$ cat src/tps_pkg.sv
package tps_pkg;

   localparam int IN_SLOTS = 5;
   localparam int CORNERS = 4;

   localparam int PRESSURE_GAIN = 1765;
   localparam int PRESSURE_BIAS = 13643;
   localparam int PRESSURE_OFFSET = 1024;
   localparam int TEMP_OFFSET = 40;

   localparam logic [1:0] CMD_CORNER_MAP = 2'd0;
   localparam logic [1:0] CMD_PRESSURE = 2'd1;
   localparam logic [1:0] CMD_TEMP = 2'd2;
   localparam logic [1:0] CMD_UNSUPPORTED = 2'd3;

   localparam logic [1:0] STATUS_APPLIED = 2'd0;
   localparam logic [1:0] STATUS_SHORT = 2'd1;
   localparam logic [1:0] STATUS_NO_MAP = 2'd2;
   localparam logic [1:0] STATUS_UNSUPPORTED = 2'd3;

   localparam logic [1:0] ALERT_NORMAL = 2'd0;
   localparam logic [1:0] ALERT_WARN = 2'd1;
   localparam logic [1:0] ALERT_ALERT = 2'd2;

   localparam logic [1:0] CSR_PRESSURE_WARN = 2'd0;
   localparam logic [1:0] CSR_PRESSURE_ALERT = 2'd1;
   localparam logic [1:0] CSR_TEMP_WARN = 2'd2;
   localparam logic [1:0] CSR_TEMP_ALERT = 2'd3;

   localparam logic [12:0] PRESSURE_WARN_RESET = 13'd3840;
   localparam logic [12:0] PRESSURE_ALERT_RESET = 13'd3520;
   localparam logic [8:0] TEMP_WARN_RESET = 9'd90;
   localparam logic [8:0] TEMP_ALERT_RESET = 9'd100;

   typedef logic [2:0] corner_type;
   typedef logic signed [13:0] pressure_type;
   typedef logic signed [8:0] temp_type;
   typedef logic [1:0] alert_type;

   typedef struct packed {
      corner_type corner;
      logic nonzero;
      pressure_type pressure;
      temp_type temp;
   } lane_type;

   typedef struct packed {
      logic [12:0] pressure_warn;
      logic [12:0] pressure_alert;
      temp_type temp_warn;
      temp_type temp_alert;
   } thresh_type;

endpackage

$ cat src/tps_lane.sv
module tps_lane (
   input logic clock,
   input logic load,
   input logic [7:0] slot_byte,
   output tps_pkg::lane_type lane_ff
);

   logic [18:0] scaled;
   tps_pkg::lane_type lane_in;

   assign scaled = 19'(slot_byte) * 19'(tps_pkg::PRESSURE_GAIN) + 19'(tps_pkg::PRESSURE_BIAS);

   always_comb begin
      lane_in.corner = (slot_byte >= 8'd1 && slot_byte <= 8'd4) ? slot_byte[2:0] : '0;
      lane_in.nonzero = (slot_byte != 8'd0);
      lane_in.pressure = tps_pkg::pressure_type'({1'b0, scaled[18:6]})
                       - tps_pkg::pressure_type'(tps_pkg::PRESSURE_OFFSET);
      lane_in.temp = tps_pkg::temp_type'({1'b0, slot_byte})
                   - tps_pkg::temp_type'(tps_pkg::TEMP_OFFSET);
   end

   always_ff @(posedge clock) begin
      if (load) begin
         lane_ff <= lane_in;
      end
   end

endmodule

$ cat src/tps_merge.sv
module tps_merge #(
   parameter int SLOT_COUNT = 5
) (
   input tps_pkg::lane_type lanes[SLOT_COUNT],
   input tps_pkg::corner_type slot_corner[SLOT_COUNT],
   input logic use_pressure,
   input tps_pkg::pressure_type pressure_old[tps_pkg::CORNERS],
   input tps_pkg::temp_type temp_old[tps_pkg::CORNERS],
   input tps_pkg::thresh_type thresh,
   output tps_pkg::pressure_type pressure_new[tps_pkg::CORNERS],
   output tps_pkg::temp_type temp_new[tps_pkg::CORNERS],
   output tps_pkg::alert_type alert_new[tps_pkg::CORNERS]
);

   tps_pkg::pressure_type pick_pressure[tps_pkg::CORNERS];
   tps_pkg::temp_type pick_temp[tps_pkg::CORNERS];

   // Later slots override earlier ones on the same corner.
   always_comb begin
      for (int k = 0; k < tps_pkg::CORNERS; k++) begin
         pick_pressure[k] = '0;
         pick_temp[k] = '0;
         for (int s = 0; s < SLOT_COUNT; s++) begin
            if (lanes[s].nonzero && slot_corner[s] == tps_pkg::corner_type'(k + 1)) begin
               pick_pressure[k] = lanes[s].pressure;
               pick_temp[k] = lanes[s].temp;
            end
         end
         pressure_new[k] = use_pressure ? pick_pressure[k] : pressure_old[k];
         temp_new[k] = use_pressure ? temp_old[k] : pick_temp[k];
      end
   end

   always_comb begin
      for (int k = 0; k < tps_pkg::CORNERS; k++) begin
         priority if (pressure_new[k] <= 14'sd0) begin
            alert_new[k] = tps_pkg::ALERT_NORMAL;
         end else if (pressure_new[k] <= tps_pkg::pressure_type'({1'b0, thresh.pressure_alert})
                      || (temp_new[k] > 9'sd0 && temp_new[k] >= thresh.temp_alert)) begin
            alert_new[k] = tps_pkg::ALERT_ALERT;
         end else if (pressure_new[k] <= tps_pkg::pressure_type'({1'b0, thresh.pressure_warn})
                      || (temp_new[k] > 9'sd0 && temp_new[k] >= thresh.temp_warn)) begin
            alert_new[k] = tps_pkg::ALERT_WARN;
         end else begin
            alert_new[k] = tps_pkg::ALERT_NORMAL;
         end
      end
   end

endmodule

$ cat src/tyre_pressure_slot_decoder.sv
// Channel   Direction  Handshake            Carries
// req_*     in         req_valid/req_stall  command, byte count, five slot bytes
// rsp_*     out        rsp_valid/rsp_stall  status, four pressures, four temps, alerts
// csr_*     in         csr_we               threshold register index and data
//
// One item is taken every cycle while req_stall is low; the result is valid once loaded.
// The slot lanes convert bytes in the first stage, and the merge stage updates the
// corner state and loads the result in the second.
// Reset clears the corner state and the result, and loads the threshold defaults.
// When the result is stalled and the first stage is full, req_stall rises in the
// same cycle.
module tyre_pressure_slot_decoder #(
   parameter int SLOT_COUNT = 5
) (
   input logic clock,
   input logic reset,
   input logic req_valid,
   output logic req_stall,
   input logic [1:0] req_command,
   input logic [7:0] req_byte_count,
   input logic [7:0] req_slot0_byte,
   input logic [7:0] req_slot1_byte,
   input logic [7:0] req_slot2_byte,
   input logic [7:0] req_slot3_byte,
   input logic [7:0] req_slot4_byte,
   output logic rsp_valid,
   input logic rsp_stall,
   output logic [1:0] rsp_status,
   output logic signed [13:0] rsp_pressure_front_left,
   output logic signed [13:0] rsp_pressure_front_right,
   output logic signed [13:0] rsp_pressure_rear_left,
   output logic signed [13:0] rsp_pressure_rear_right,
   output logic signed [8:0] rsp_temp_front_left,
   output logic signed [8:0] rsp_temp_front_right,
   output logic signed [8:0] rsp_temp_rear_left,
   output logic signed [8:0] rsp_temp_rear_right,
   output logic [7:0] rsp_alert_levels,
   input logic csr_we,
   input logic [1:0] csr_index,
   input logic [12:0] csr_wdata
);

   logic [7:0] in_bytes[tps_pkg::IN_SLOTS];
   logic [7:0] slot_bytes[SLOT_COUNT];
   tps_pkg::lane_type lanes[SLOT_COUNT];

   logic accept;
   logic s2_fire;
   logic s1_valid_ff, s1_valid_in;
   logic [1:0] s1_command_ff;
   logic s1_short_ff, s1_short_in;
   logic [7:0] need_bytes;
   logic rsp_valid_ff, rsp_valid_in;
   logic [1:0] status_ff, status_in;
   logic map_we, values_we, map_valid;

   tps_pkg::corner_type slot_corner_ff[SLOT_COUNT];
   tps_pkg::pressure_type pressure_ff[tps_pkg::CORNERS];
   tps_pkg::temp_type temp_ff[tps_pkg::CORNERS];
   tps_pkg::alert_type alert_ff[tps_pkg::CORNERS];
   tps_pkg::pressure_type pressure_new[tps_pkg::CORNERS];
   tps_pkg::temp_type temp_new[tps_pkg::CORNERS];
   tps_pkg::alert_type alert_new[tps_pkg::CORNERS];
   tps_pkg::thresh_type thresh_ff;

   assign in_bytes[0] = req_slot0_byte;
   assign in_bytes[1] = req_slot1_byte;
   assign in_bytes[2] = req_slot2_byte;
   assign in_bytes[3] = req_slot3_byte;
   assign in_bytes[4] = req_slot4_byte;

   assign accept = req_valid && !req_stall;
   assign s2_fire = s1_valid_ff && (!rsp_valid_ff || !rsp_stall);
   assign req_stall = s1_valid_ff && !s2_fire;
   assign s1_valid_in = accept || (s1_valid_ff && !s2_fire);
   assign rsp_valid_in = s2_fire || (rsp_valid_ff && rsp_stall);

   assign need_bytes = (req_command == tps_pkg::CMD_PRESSURE) ? 8'(2 * SLOT_COUNT)
                                                               : 8'(SLOT_COUNT);
   assign s1_short_in = (req_byte_count < need_bytes);

   for (genvar s = 0; s < SLOT_COUNT; s++) begin : g_lane
      if (s < tps_pkg::IN_SLOTS) begin : g_byte
         assign slot_bytes[s] = in_bytes[s];
      end else begin : g_zero
         assign slot_bytes[s] = '0;
      end
      tps_lane u_lane (
         .clock(clock),
         .load(accept),
         .slot_byte(slot_bytes[s]),
         .lane_ff(lanes[s])
      );
   end

   tps_merge #(
      .SLOT_COUNT(SLOT_COUNT)
   ) u_merge (
      .lanes(lanes),
      .slot_corner(slot_corner_ff),
      .use_pressure(s1_command_ff == tps_pkg::CMD_PRESSURE),
      .pressure_old(pressure_ff),
      .temp_old(temp_ff),
      .thresh(thresh_ff),
      .pressure_new(pressure_new),
      .temp_new(temp_new),
      .alert_new(alert_new)
   );

   always_comb begin
      map_valid = 1'b0;
      for (int s = 0; s < SLOT_COUNT; s++) begin
         if (slot_corner_ff[s] != '0) begin
            map_valid = 1'b1;
         end
      end
   end

   always_comb begin
      status_in = tps_pkg::STATUS_APPLIED;
      map_we = 1'b0;
      values_we = 1'b0;
      unique case (s1_command_ff)
         tps_pkg::CMD_CORNER_MAP: begin
            if (s1_short_ff) begin
               status_in = tps_pkg::STATUS_SHORT;
            end else begin
               map_we = 1'b1;
            end
         end
         tps_pkg::CMD_PRESSURE, tps_pkg::CMD_TEMP: begin
            priority if (s1_short_ff) begin
               status_in = tps_pkg::STATUS_SHORT;
            end else if (!map_valid) begin
               status_in = tps_pkg::STATUS_NO_MAP;
            end else begin
               values_we = 1'b1;
            end
         end
         tps_pkg::CMD_UNSUPPORTED: begin
            status_in = tps_pkg::STATUS_UNSUPPORTED;
         end
      endcase
   end

   always_ff @(posedge clock) begin
      if (accept) begin
         s1_command_ff <= req_command;
         s1_short_ff <= s1_short_in;
      end
   end

   always_ff @(posedge clock) begin
      if (reset) begin
         s1_valid_ff <= 1'b0;
         rsp_valid_ff <= 1'b0;
         status_ff <= tps_pkg::STATUS_APPLIED;
         thresh_ff.pressure_warn <= tps_pkg::PRESSURE_WARN_RESET;
         thresh_ff.pressure_alert <= tps_pkg::PRESSURE_ALERT_RESET;
         thresh_ff.temp_warn <= tps_pkg::TEMP_WARN_RESET;
         thresh_ff.temp_alert <= tps_pkg::TEMP_ALERT_RESET;
         for (int s = 0; s < SLOT_COUNT; s++) begin
            slot_corner_ff[s] <= '0;
         end
         for (int k = 0; k < tps_pkg::CORNERS; k++) begin
            pressure_ff[k] <= '0;
            temp_ff[k] <= '0;
            alert_ff[k] <= tps_pkg::ALERT_NORMAL;
         end
      end else begin
         s1_valid_ff <= s1_valid_in;
         rsp_valid_ff <= rsp_valid_in;
         if (s2_fire) begin
            status_ff <= status_in;
            if (map_we) begin
               for (int s = 0; s < SLOT_COUNT; s++) begin
                  slot_corner_ff[s] <= lanes[s].corner;
               end
            end
            if (values_we) begin
               for (int k = 0; k < tps_pkg::CORNERS; k++) begin
                  pressure_ff[k] <= pressure_new[k];
                  temp_ff[k] <= temp_new[k];
                  alert_ff[k] <= alert_new[k];
               end
            end
         end
         if (csr_we) begin
            unique case (csr_index)
               tps_pkg::CSR_PRESSURE_WARN: thresh_ff.pressure_warn <= csr_wdata;
               tps_pkg::CSR_PRESSURE_ALERT: thresh_ff.pressure_alert <= csr_wdata;
               tps_pkg::CSR_TEMP_WARN: thresh_ff.temp_warn <= csr_wdata[8:0];
               tps_pkg::CSR_TEMP_ALERT: thresh_ff.temp_alert <= csr_wdata[8:0];
            endcase
         end
      end
   end

   // The stored state only moves when a result is loaded, so it is the result payload.
   assign rsp_valid = rsp_valid_ff;
   assign rsp_status = status_ff;
   assign rsp_pressure_front_left = pressure_ff[0];
   assign rsp_pressure_front_right = pressure_ff[1];
   assign rsp_pressure_rear_left = pressure_ff[2];
   assign rsp_pressure_rear_right = pressure_ff[3];
   assign rsp_temp_front_left = temp_ff[0];
   assign rsp_temp_front_right = temp_ff[1];
   assign rsp_temp_rear_left = temp_ff[2];
   assign rsp_temp_rear_right = temp_ff[3];
   assign rsp_alert_levels = {alert_ff[3], alert_ff[2], alert_ff[1], alert_ff[0]};

endmodule

$ cat config.mk
export PLATFORM = sky130hd
export DESIGN_NAME = tyre_pressure_slot_decoder
export DESIGN_NICKNAME = d
export VERILOG_FILES = /design/src/tps_pkg.sv /design/src/tps_lane.sv /design/src/tps_merge.sv /design/src/tyre_pressure_slot_decoder.sv
export SDC_FILE = /design/constraint.sdc
export NUM_CORES = 1
export LEC_CHECK = 0
export BUFFER_PORTS_ARGS = -buffer_cell sky130_fd_sc_hd__buf_2
export CAP_MARGIN = 40
export CORE_MARGIN = 2
export CORE_UTILIZATION = 31
export CTS_BUF_LIST = sky130_fd_sc_hd__clkbuf_8 sky130_fd_sc_hd__clkbuf_16
export CTS_CLUSTER_SIZE = 8
export DETAILED_ROUTE_END_ITERATION = 10
export GPL_ROUTABILITY_DRIVEN = 0
export HOLD_SLACK_MARGIN = 0.12
export PLACE_DENSITY = 0.44
export SYNTH_ARGS = -nofsm -noshare
export SYNTH_HDL_FRONTEND = slang
export SYNTH_HIERARCHICAL = 1
export SYNTH_SLANG_ARGS = --single-unit
$ cat constraint.sdc
create_clock -name clock -period 20.6 [get_ports clock]
set_input_delay 1.03 -clock clock [delete_from_list [all_inputs] [get_ports clock]]
set_output_delay 1.03 -clock clock [all_outputs]
set_load 0.02 [all_outputs]
==> out/metrics.csv, run 1 <==
stage;metric;value;unit
detailed_routing;Via density;5.405;
yosys;Mapped Area;0.02914;mm^2
power;Internal;1.700;mW
sta;Slew Limit Fails;0;
yosys;ranking of synthesized cells by area;ha_1, edfxtp_1, dfxtp_1;
sta;worst hold slack;455.5;ps
detailed_routing;router iterations before antenna repair;6;
detailed_routing;routed len/inst;23.90;um
yosys;Top FF cell, synth;dfxtp_1;
yosys;Synth Area in Compound Gates;19.46;%
sta;Slew HR;40.18;%
cells_and_area;Final Non-Filler Cells;4606;
power;Clock power frac;24.1;%
global_routing;first-pass GRT wire length;163400;um
flow_run;Max-cap violations;0;
detailed_routing;Vias;24900;
critical_path;CP Class;primary input to register;
yosys;Synth Area per Inst;9.119;um^2
outcome;status;complete, no violations;
clocking;TritonCTS clock tree;done;
clocking;total of cells resized after clock tree synthesis;0;
clocking;Worst-Skew Late Latency;600;ps
clocking;clk sinks;301;
floorplan;Die W;310.6;um
sta;final clock skew;46.01;ps
detailed_routing;post-route ant nets;0;
floorplan;row cnt;112;
yosys;Post-Synth XOR/XNOR Area;2.688;%
power;leakage;14.72;nW
detailed_routing;DRC;0;
detailed_routing;initial detailed-routing violation count;2274;
placement;number of port buffers;173;
power;register share of total power;32.2;%
critical_path;Setup crit end kind;register;
cells_and_area;filler instances;9670;
cells_and_area;Layout Nets;4005;
power;Psw;1.208;mW
yosys;Yosys top cell area share;21.13;%
global_routing;GRT overflow;0;
clocking;clk root buf;clkbuf_16;
yosys;sequential area share after synthesis;25.70;%
floorplan;core area;0.09319;mm^2
critical_path;max incr delay on CP;590;ps
yosys;Post-Syn Instances;3195;
floorplan;Die ar.;0.09646;mm^2
yosys;synth warn;6;
yosys;FF+latch count, synth;301;
cells_and_area;layout cells sized above 1;10.74;%
clocking;Worst-path clk slew;50;ps
floorplan;starting density of the core;31.27;%
power;Switching Share;41.54;%
yosys;EDFF count, synth;146;
yosys;Post-Synth Simple-Gate Area;14.97;%
sta;setup TNS;0;ps
yosys;Adder-Cell Fraction of Synth Area;29.37;%
sta;fmax;187.9;MHz
global_routing;gr usage total;22.28;%
critical_path;CP required;20940;ps
clocking;Post-CTS Setup Inserts;0;
yosys;largest family of logic cells by synthesized area;adder cells;
sta;final setup violating endpoints;0;
sta;worst slew pin tran;892.0;ps
detailed_routing;Final Routed Wirelength;110100;um
critical_path;Worst setup SP type;primary input;
critical_path;Worst Path Max Fanout;10;
clocking;CTS H-Tree Depth;2;
clocking;CTS Buffer Depth;3;
global_routing;initial antenna violation count;2;
sta;min cycle time layout;5322;ps
placement;placed insts;4530;
sta;RSZ-0062 raised after global routing;false;
clocking;hold buffers post-CTS;0;
placement;DP HPWL;88100;um
sta;fin crit share;25.84;%
critical_path;Worst Reg2Reg Path Length in Cells;16;
min_path;Hold Crit Depth;2;
cells_and_area;# diodes;0;
cells_and_area;area of the multi-input gates;0.01965;mm^2
min_path;worst min-delay path category;register to register;
clocking;CTS buffer count;45;
yosys;post-synth top area cell;ha_1;
global_routing;largest net degree at the start of global routing;73;
global_routing;number of global-route vias before repair;24430;
power;VDD IR-drop max;0.05354;mV
floorplan;Die Height;310.6;um
yosys;commonest cells in the netlist;ha_1, inv_1, nand2_1;
yosys;Post-synth ARST share;0;%
yosys;multiplexer area fraction after synthesis;0.6270;%
yosys;Synth Net Count;3877;
power;Gate power share;43.7;%
critical_path;Critical-path top delay cell;fa_1;
cells_and_area;P&R area growth vs syn;12.16;%
cells_and_area;Layout Cell Area excl Fill;0.03268;mm^2
yosys;count leader, synth;ha_1;
power;pwr/cell area;89.00;mW/mm^2
floorplan;# IOs;174;
sta;Hold Vio Cnt, Final;0;
yosys;Netlist cell types;109;
cells_and_area;register area;0.007487;mm^2
placement;Placed Instance Area;0.03136;mm^2
critical_path;CP Data Arrival Time;5660;ps
critical_path;crit path cell chain;buf_2, fa_1, inv_1, fa_1, inv_1, fa_1, inv_1, fa_1, inv_1, ha_1, a21oi_1, o31ai_1, a21oi_1, nand2_1, xnor2_1, ha_1, xnor2_1, o21ai_0, a211o_1;
==> worst paths after layout <==
kind | start | to | slack [ps]
max | req_slot0_byte[2] | g_lane[0].u_lane/lane_ff[21]$_DFFE_PP_ | 15280
min | thresh_ff[35]$_SDFFE_PP0P_ | thresh_ff[35]$_SDFFE_PP0P_ | 460
max reg2reg | slot_corner_ff[11]$_SDFFE_PP0P_ | alert_ff[3][1]$_SDFFCE_PN0P_ | 15550
min reg2reg | thresh_ff[35]$_SDFFE_PP0P_ | thresh_ff[35]$_SDFFE_PP0P_ | 460
==> sequential cells by signal, indices dropped and copies added, names as in the netlist, 2 cells and up <==
signal and flops:
rsp_pressure_rear_right 14, rsp_pressure_rear_left 14, g_lane.u_lane/lane_ff 135, rsp_temp_front_right 9, rsp_temp_front_left 9, slot_corner_ff 15
rsp_pressure_front_right 14, s1_command_ff 2, rsp_temp_rear_left 9, rsp_status 2, thresh_ff 44, rsp_temp_rear_right 9
alert_ff 8, rsp_pressure_front_left 14
==> final cells by class <==
class	count	area share, %
Clock buffer	47	3.564
Clock inverter	29	0.4671
Inverter	382	4.388
Multi-Input combinational cell	2378	60.13
Sequential cell	301	22.91
Tap cell	1254	4.801
Timing Repair Buffer	215	3.741
==> cell usage in the layout (no fill, tap or decap), types with 28 or more instances in the layout <==
master | synthesis | routed
a21oi_1 | 221 | 221
buf_4 | 11 | 37
buf_2 | 32 | 174
nand2b_1 | 38 | 38
nor2b_1 | 36 | 35
inv_1 | 382 | 405
dfxtp_1 | 155 | 155
o211ai_1 | 52 | 52
and2_1 | 31 | 31
xor2_1 | 28 | 28
nand4_1 | 29 | 29
a221oi_1 | 38 | 38
nand3_1 | 109 | 109
nor2_1 | 134 | 134
a22o_1 | 96 | 96
nand2_1 | 272 | 272
a31oi_1 | 48 | 48
xnor2_1 | 57 | 57
o22ai_1 | 47 | 47
clkbuf_16 | 0 | 46
edfxtp_1 | 146 | 146
ha_1 | 492 | 491
o21ai_0 | 116 | 116
nor3_1 | 39 | 38
fa_1 | 120 | 120
==> critical path, delay by kind of cell <==
family / cells / cell delay [ps]
adders and majority gates: 6 / 2670
AOI/OAI and AO/OA: 5 / 990
xor gates and xnor gates: 2 / 450
buffers and inverters: 5 / 380
and+or+nand+nor: 1 / 120
==> metal layers <==
| layer | share of wire (%) | up-vias | GRT usage [%] |
|---|---|---|---|
| li1 | - | 11820 | - |
| met5 | 0 | - | 0 |
| met2 | 45 | 826 | 36.17 |
| met3 | 5.4 | 160 | 2.393 |
| met1 | 46 | 12090 | 31.02 |
| met4 | 3.2 | 0 | 6.862 |
==> logic make-up (layout without fill, tap and decap cells) <==
group	after synthesis	count (layout)
XOR/XNOR	87	87
AND/OR/NAND/NOR	841	841
buffers and inverters	516	673
flip-flops	301	301
adder cells (fa/ha/maj)	612	612
AO/OA/AOI/OAI	820	820
multiplexers	18	18
==> power by group through the flow <==
stage | registers, mW | logic, mW | clock network (mW)
floorplan | 0.854 | 0.935 | 0
global placement | 0.945 | 1.27 | 0
detailed placement | 0.942 | 1.27 | 0
CTS | 0.931 | 1.28 | 0.717
global route | 0.940 | 1.44 | 0.737
finish | 0.937 | 1.27 | 0.701
==> through the flow <==
step                power (mW)  utilization [%]  setup WS (ps)
detailed placement       2.216            33.65          14700
finish                   2.908            35.07          15280
floorplan                1.789                -          12620
global placement         2.219            33.57          14750
CTS                      2.931            35.07          15320
global route             3.117            35.07          14960
No activity file was read; power rests on OpenSTA's default activity.
==> inputs of run 2 (changes only) <==
- clock period: 20.6 -> 5 ns (I/O delays scaled with it)
==> out/metrics.csv, run 2 (synthesis results as in run 1) <==
stage;metric;value;unit
sta;final clock skew;30.75;ps
detailed_routing;post-route ant nets;0;
floorplan;core area;0.09319;mm^2
sta;Hold Vio Cnt, Final;0;
detailed_routing;DRT met1 WL;51700;um
flow_run;Max-cap violations;0;
cells_and_area;commonest non-fill, non-tap cells in the layout;ha_1, inv_1, nand2_1, a21oi_1, buf_2;
sta;RSZ-0062 raised after global routing;false;
power;Power, Total;12.16;mW
global_routing;initial antenna violation count;0;
clocking;CTS H-Tree Depth;2;
floorplan;# IOs;174;
critical_path;register-to-register setup slack;460;ps
detailed_routing;top layer in use;met4;
floorplan;Die Height;310.6;um
clocking;Post-CTS Setup Inserts;0;
cells_and_area;filler instances;9589;
cells_and_area;P&R area growth vs syn;15.80;%
clocking;clk sinks;301;
min_path;hold_sp;csr_index[0];
cells_and_area;layout cells sized above 1;12.86;%
sta;fmax;208.5;MHz
sta;final setup violating endpoints;0;
global_routing;gr usage total;22.69;%
critical_path;CP Data Arrival Time;5110;ps
floorplan;Die ar.;0.09646;mm^2
floorplan;row cnt;112;
detailed_routing;Via density;5.334;
detailed_routing;DR WL met2;50920;um
detailed_routing;Final Routed Wirelength;111800;um
clocking;Worst-path clk slew;50;ps
detailed_routing;routed wl met3;5798;um
clocking;Worst-Skew Late Latency;580;ps
power;pwr/cell area;360.5;mW/mm^2
outcome;status;complete, no violations;
critical_path;CP required;5310;ps
critical_path;Crit Reg-Reg Startpoint;slot_corner_ff[14]$_SDFFE_PP0P_;
min_path;worst min-delay path category;primary input to register;
critical_path;Worst Path Max Fanout;4;
clocking;clk root buf;clkbuf_16;
global_routing;number of global-route vias before repair;24970;
sta;Slew Limit Fails;0;
placement;DP HPWL;90070;um
cells_and_area;most common cell after layout, fill and taps aside;ha_1;
cells_and_area;Layout Nets;4120;
sta;setup TNS;0;ps
sta;min cycle time layout;4796;ps
global_routing;GRT overflow;0;
global_routing;largest net degree at the start of global routing;101;
cells_and_area;flip-flop count of the largest register after layout;135;
detailed_routing;Vias;25190;
sta;worst slew pin tran;853.8;ps
critical_path;Worst Reg2Reg Path Length in Cells;17;
cells_and_area;Reg with most FFs;g_lane.u_lane/lane_ff;
floorplan;Die W;310.6;um
critical_path;Setup crit end kind;register;
detailed_routing;initial detailed-routing violation count;2183;
sta;Slew HR;42.74;%
power;leakage;15.31;nW
critical_path;Worst R2R End;alert_ff[3][0]$_SDFFCE_PN0P_;
clocking;CTS Buffer Depth;3;
cells_and_area;biggest registers after layout;g_lane.u_lane/lane_ff (135), thresh_ff (44), slot_corner_ff (15);
placement;number of port buffers;173;
detailed_routing;DRC;0;
detailed_routing;routed len/inst;23.68;um
power;VDD IR-drop max;0.2059;mV
floorplan;starting density of the core;31.27;%
clocking;CTS buffer count;45;
sta;fin crit share;95.91;%
min_path;Hold Crit Depth;4;
clocking;TritonCTS clock tree;done;
critical_path;CP Class;primary input to register;
detailed_routing;router iterations before antenna repair;7;
min_path;hold endpoint;thresh_ff[14]$_SDFFE_PP0P_;
critical_path;Worst setup SP type;primary input;
global_routing;first-pass GRT wire length;166500;um
cells_and_area;register area;0.007487;mm^2
cells_and_area;area of the multi-input gates;0.01969;mm^2
run 2: cell type report:
cell class	count	share of cell area, %
antenna	1	0.007417
clock buffer	50	3.675
clock inverter	27	0.3375
inverter	382	4.250
multi-input combinational	2378	58.35
sequential	301	22.19
tap	1254	4.650
timing repair buffer	330	6.542
run 2: power by group:
| group | internal, mW | total (mW) | leakage (nW) | switching, mW |
|---|---|---|---|---|
| registers | 3.25 | 3.90 | 2.68 | 0.649 |
| logic | 2.18 | 5.36 | 11.9 | 3.18 |
| clock network | 1.75 | 2.90 | 0.756 | 1.16 |
| total | 7.17 | 12.2 | 15.3 | 4.99 |
run 2: stage by stage:
step           cells  instance area, um^2  setup WS, ps  hold WS (ps)  utilization (%)
2_1_floorplan   3195                29140         254.2         348.9                -
3_3_place_gp    4607                31960         66.63         443.2            34.30
3_5_place_dp    4609                31990         59.65         448.2            34.32
4_1_cts         4722                33700         119.6         151.0            36.16
5_1_grt         4722                33740         4.633         179.9            36.20
6_report        4723                33740         204.4         197.2            36.21
run 2: worst max path at each step:
stage / cells after the start / endpoint / start
2_1_floorplan: 2 / g_lane[0].u_lane/lane_ff[0]$_DFFE_PP_ / rsp_valid$_SDFF_PP0_
5_1_grt: 21 / g_lane[0].u_lane/lane_ff[21]$_DFFE_PP_ / req_slot0_byte[2]
4_1_cts: 20 / g_lane[0].u_lane/lane_ff[21]$_DFFE_PP_ / req_slot0_byte[2]
3_5_place_dp: 19 / g_lane[0].u_lane/lane_ff[21]$_DFFE_PP_ / req_slot0_byte[2]
3_3_place_gp: 19 / g_lane[0].u_lane/lane_ff[21]$_DFFE_PP_ / req_slot0_byte[2]
6_report: 21 / g_lane[0].u_lane/lane_ff[21]$_DFFE_PP_ / req_slot0_byte[2]
run 2: timing repair:
| item | CTS | global route |
|---|---|---|
| hold buffers | 36 | 0 |
| endpoints found under the hold margin | 73 | 0 |
| gates resized for setup | 0 | 8 |
| setup endpoints to repair | 0 | 1 |
run 2: metal layers:
metal	vias to the layer above	track usage (%)
met1	12190	31.45
met4	0	6.410
met3	168	2.926
li1	12030	-
met5	-	0
met2	805	36.86
run 2: worst max-delay path: stages:
cell and delay (ps):
dlygate4sd3_1 530, buf_2 140, fa_1 520, inv_1 70, fa_1 470, inv_1 50, fa_1 520, inv_1 50
fa_1 520, inv_1 40, ha_1 320, and3_2 260, nand2_1 110, a211oi_2 60, or3_1 380, nand2_1 80
ha_2 190, xnor2_2 90, nand3_1 90, o21ai_0 80, a211o_1 280
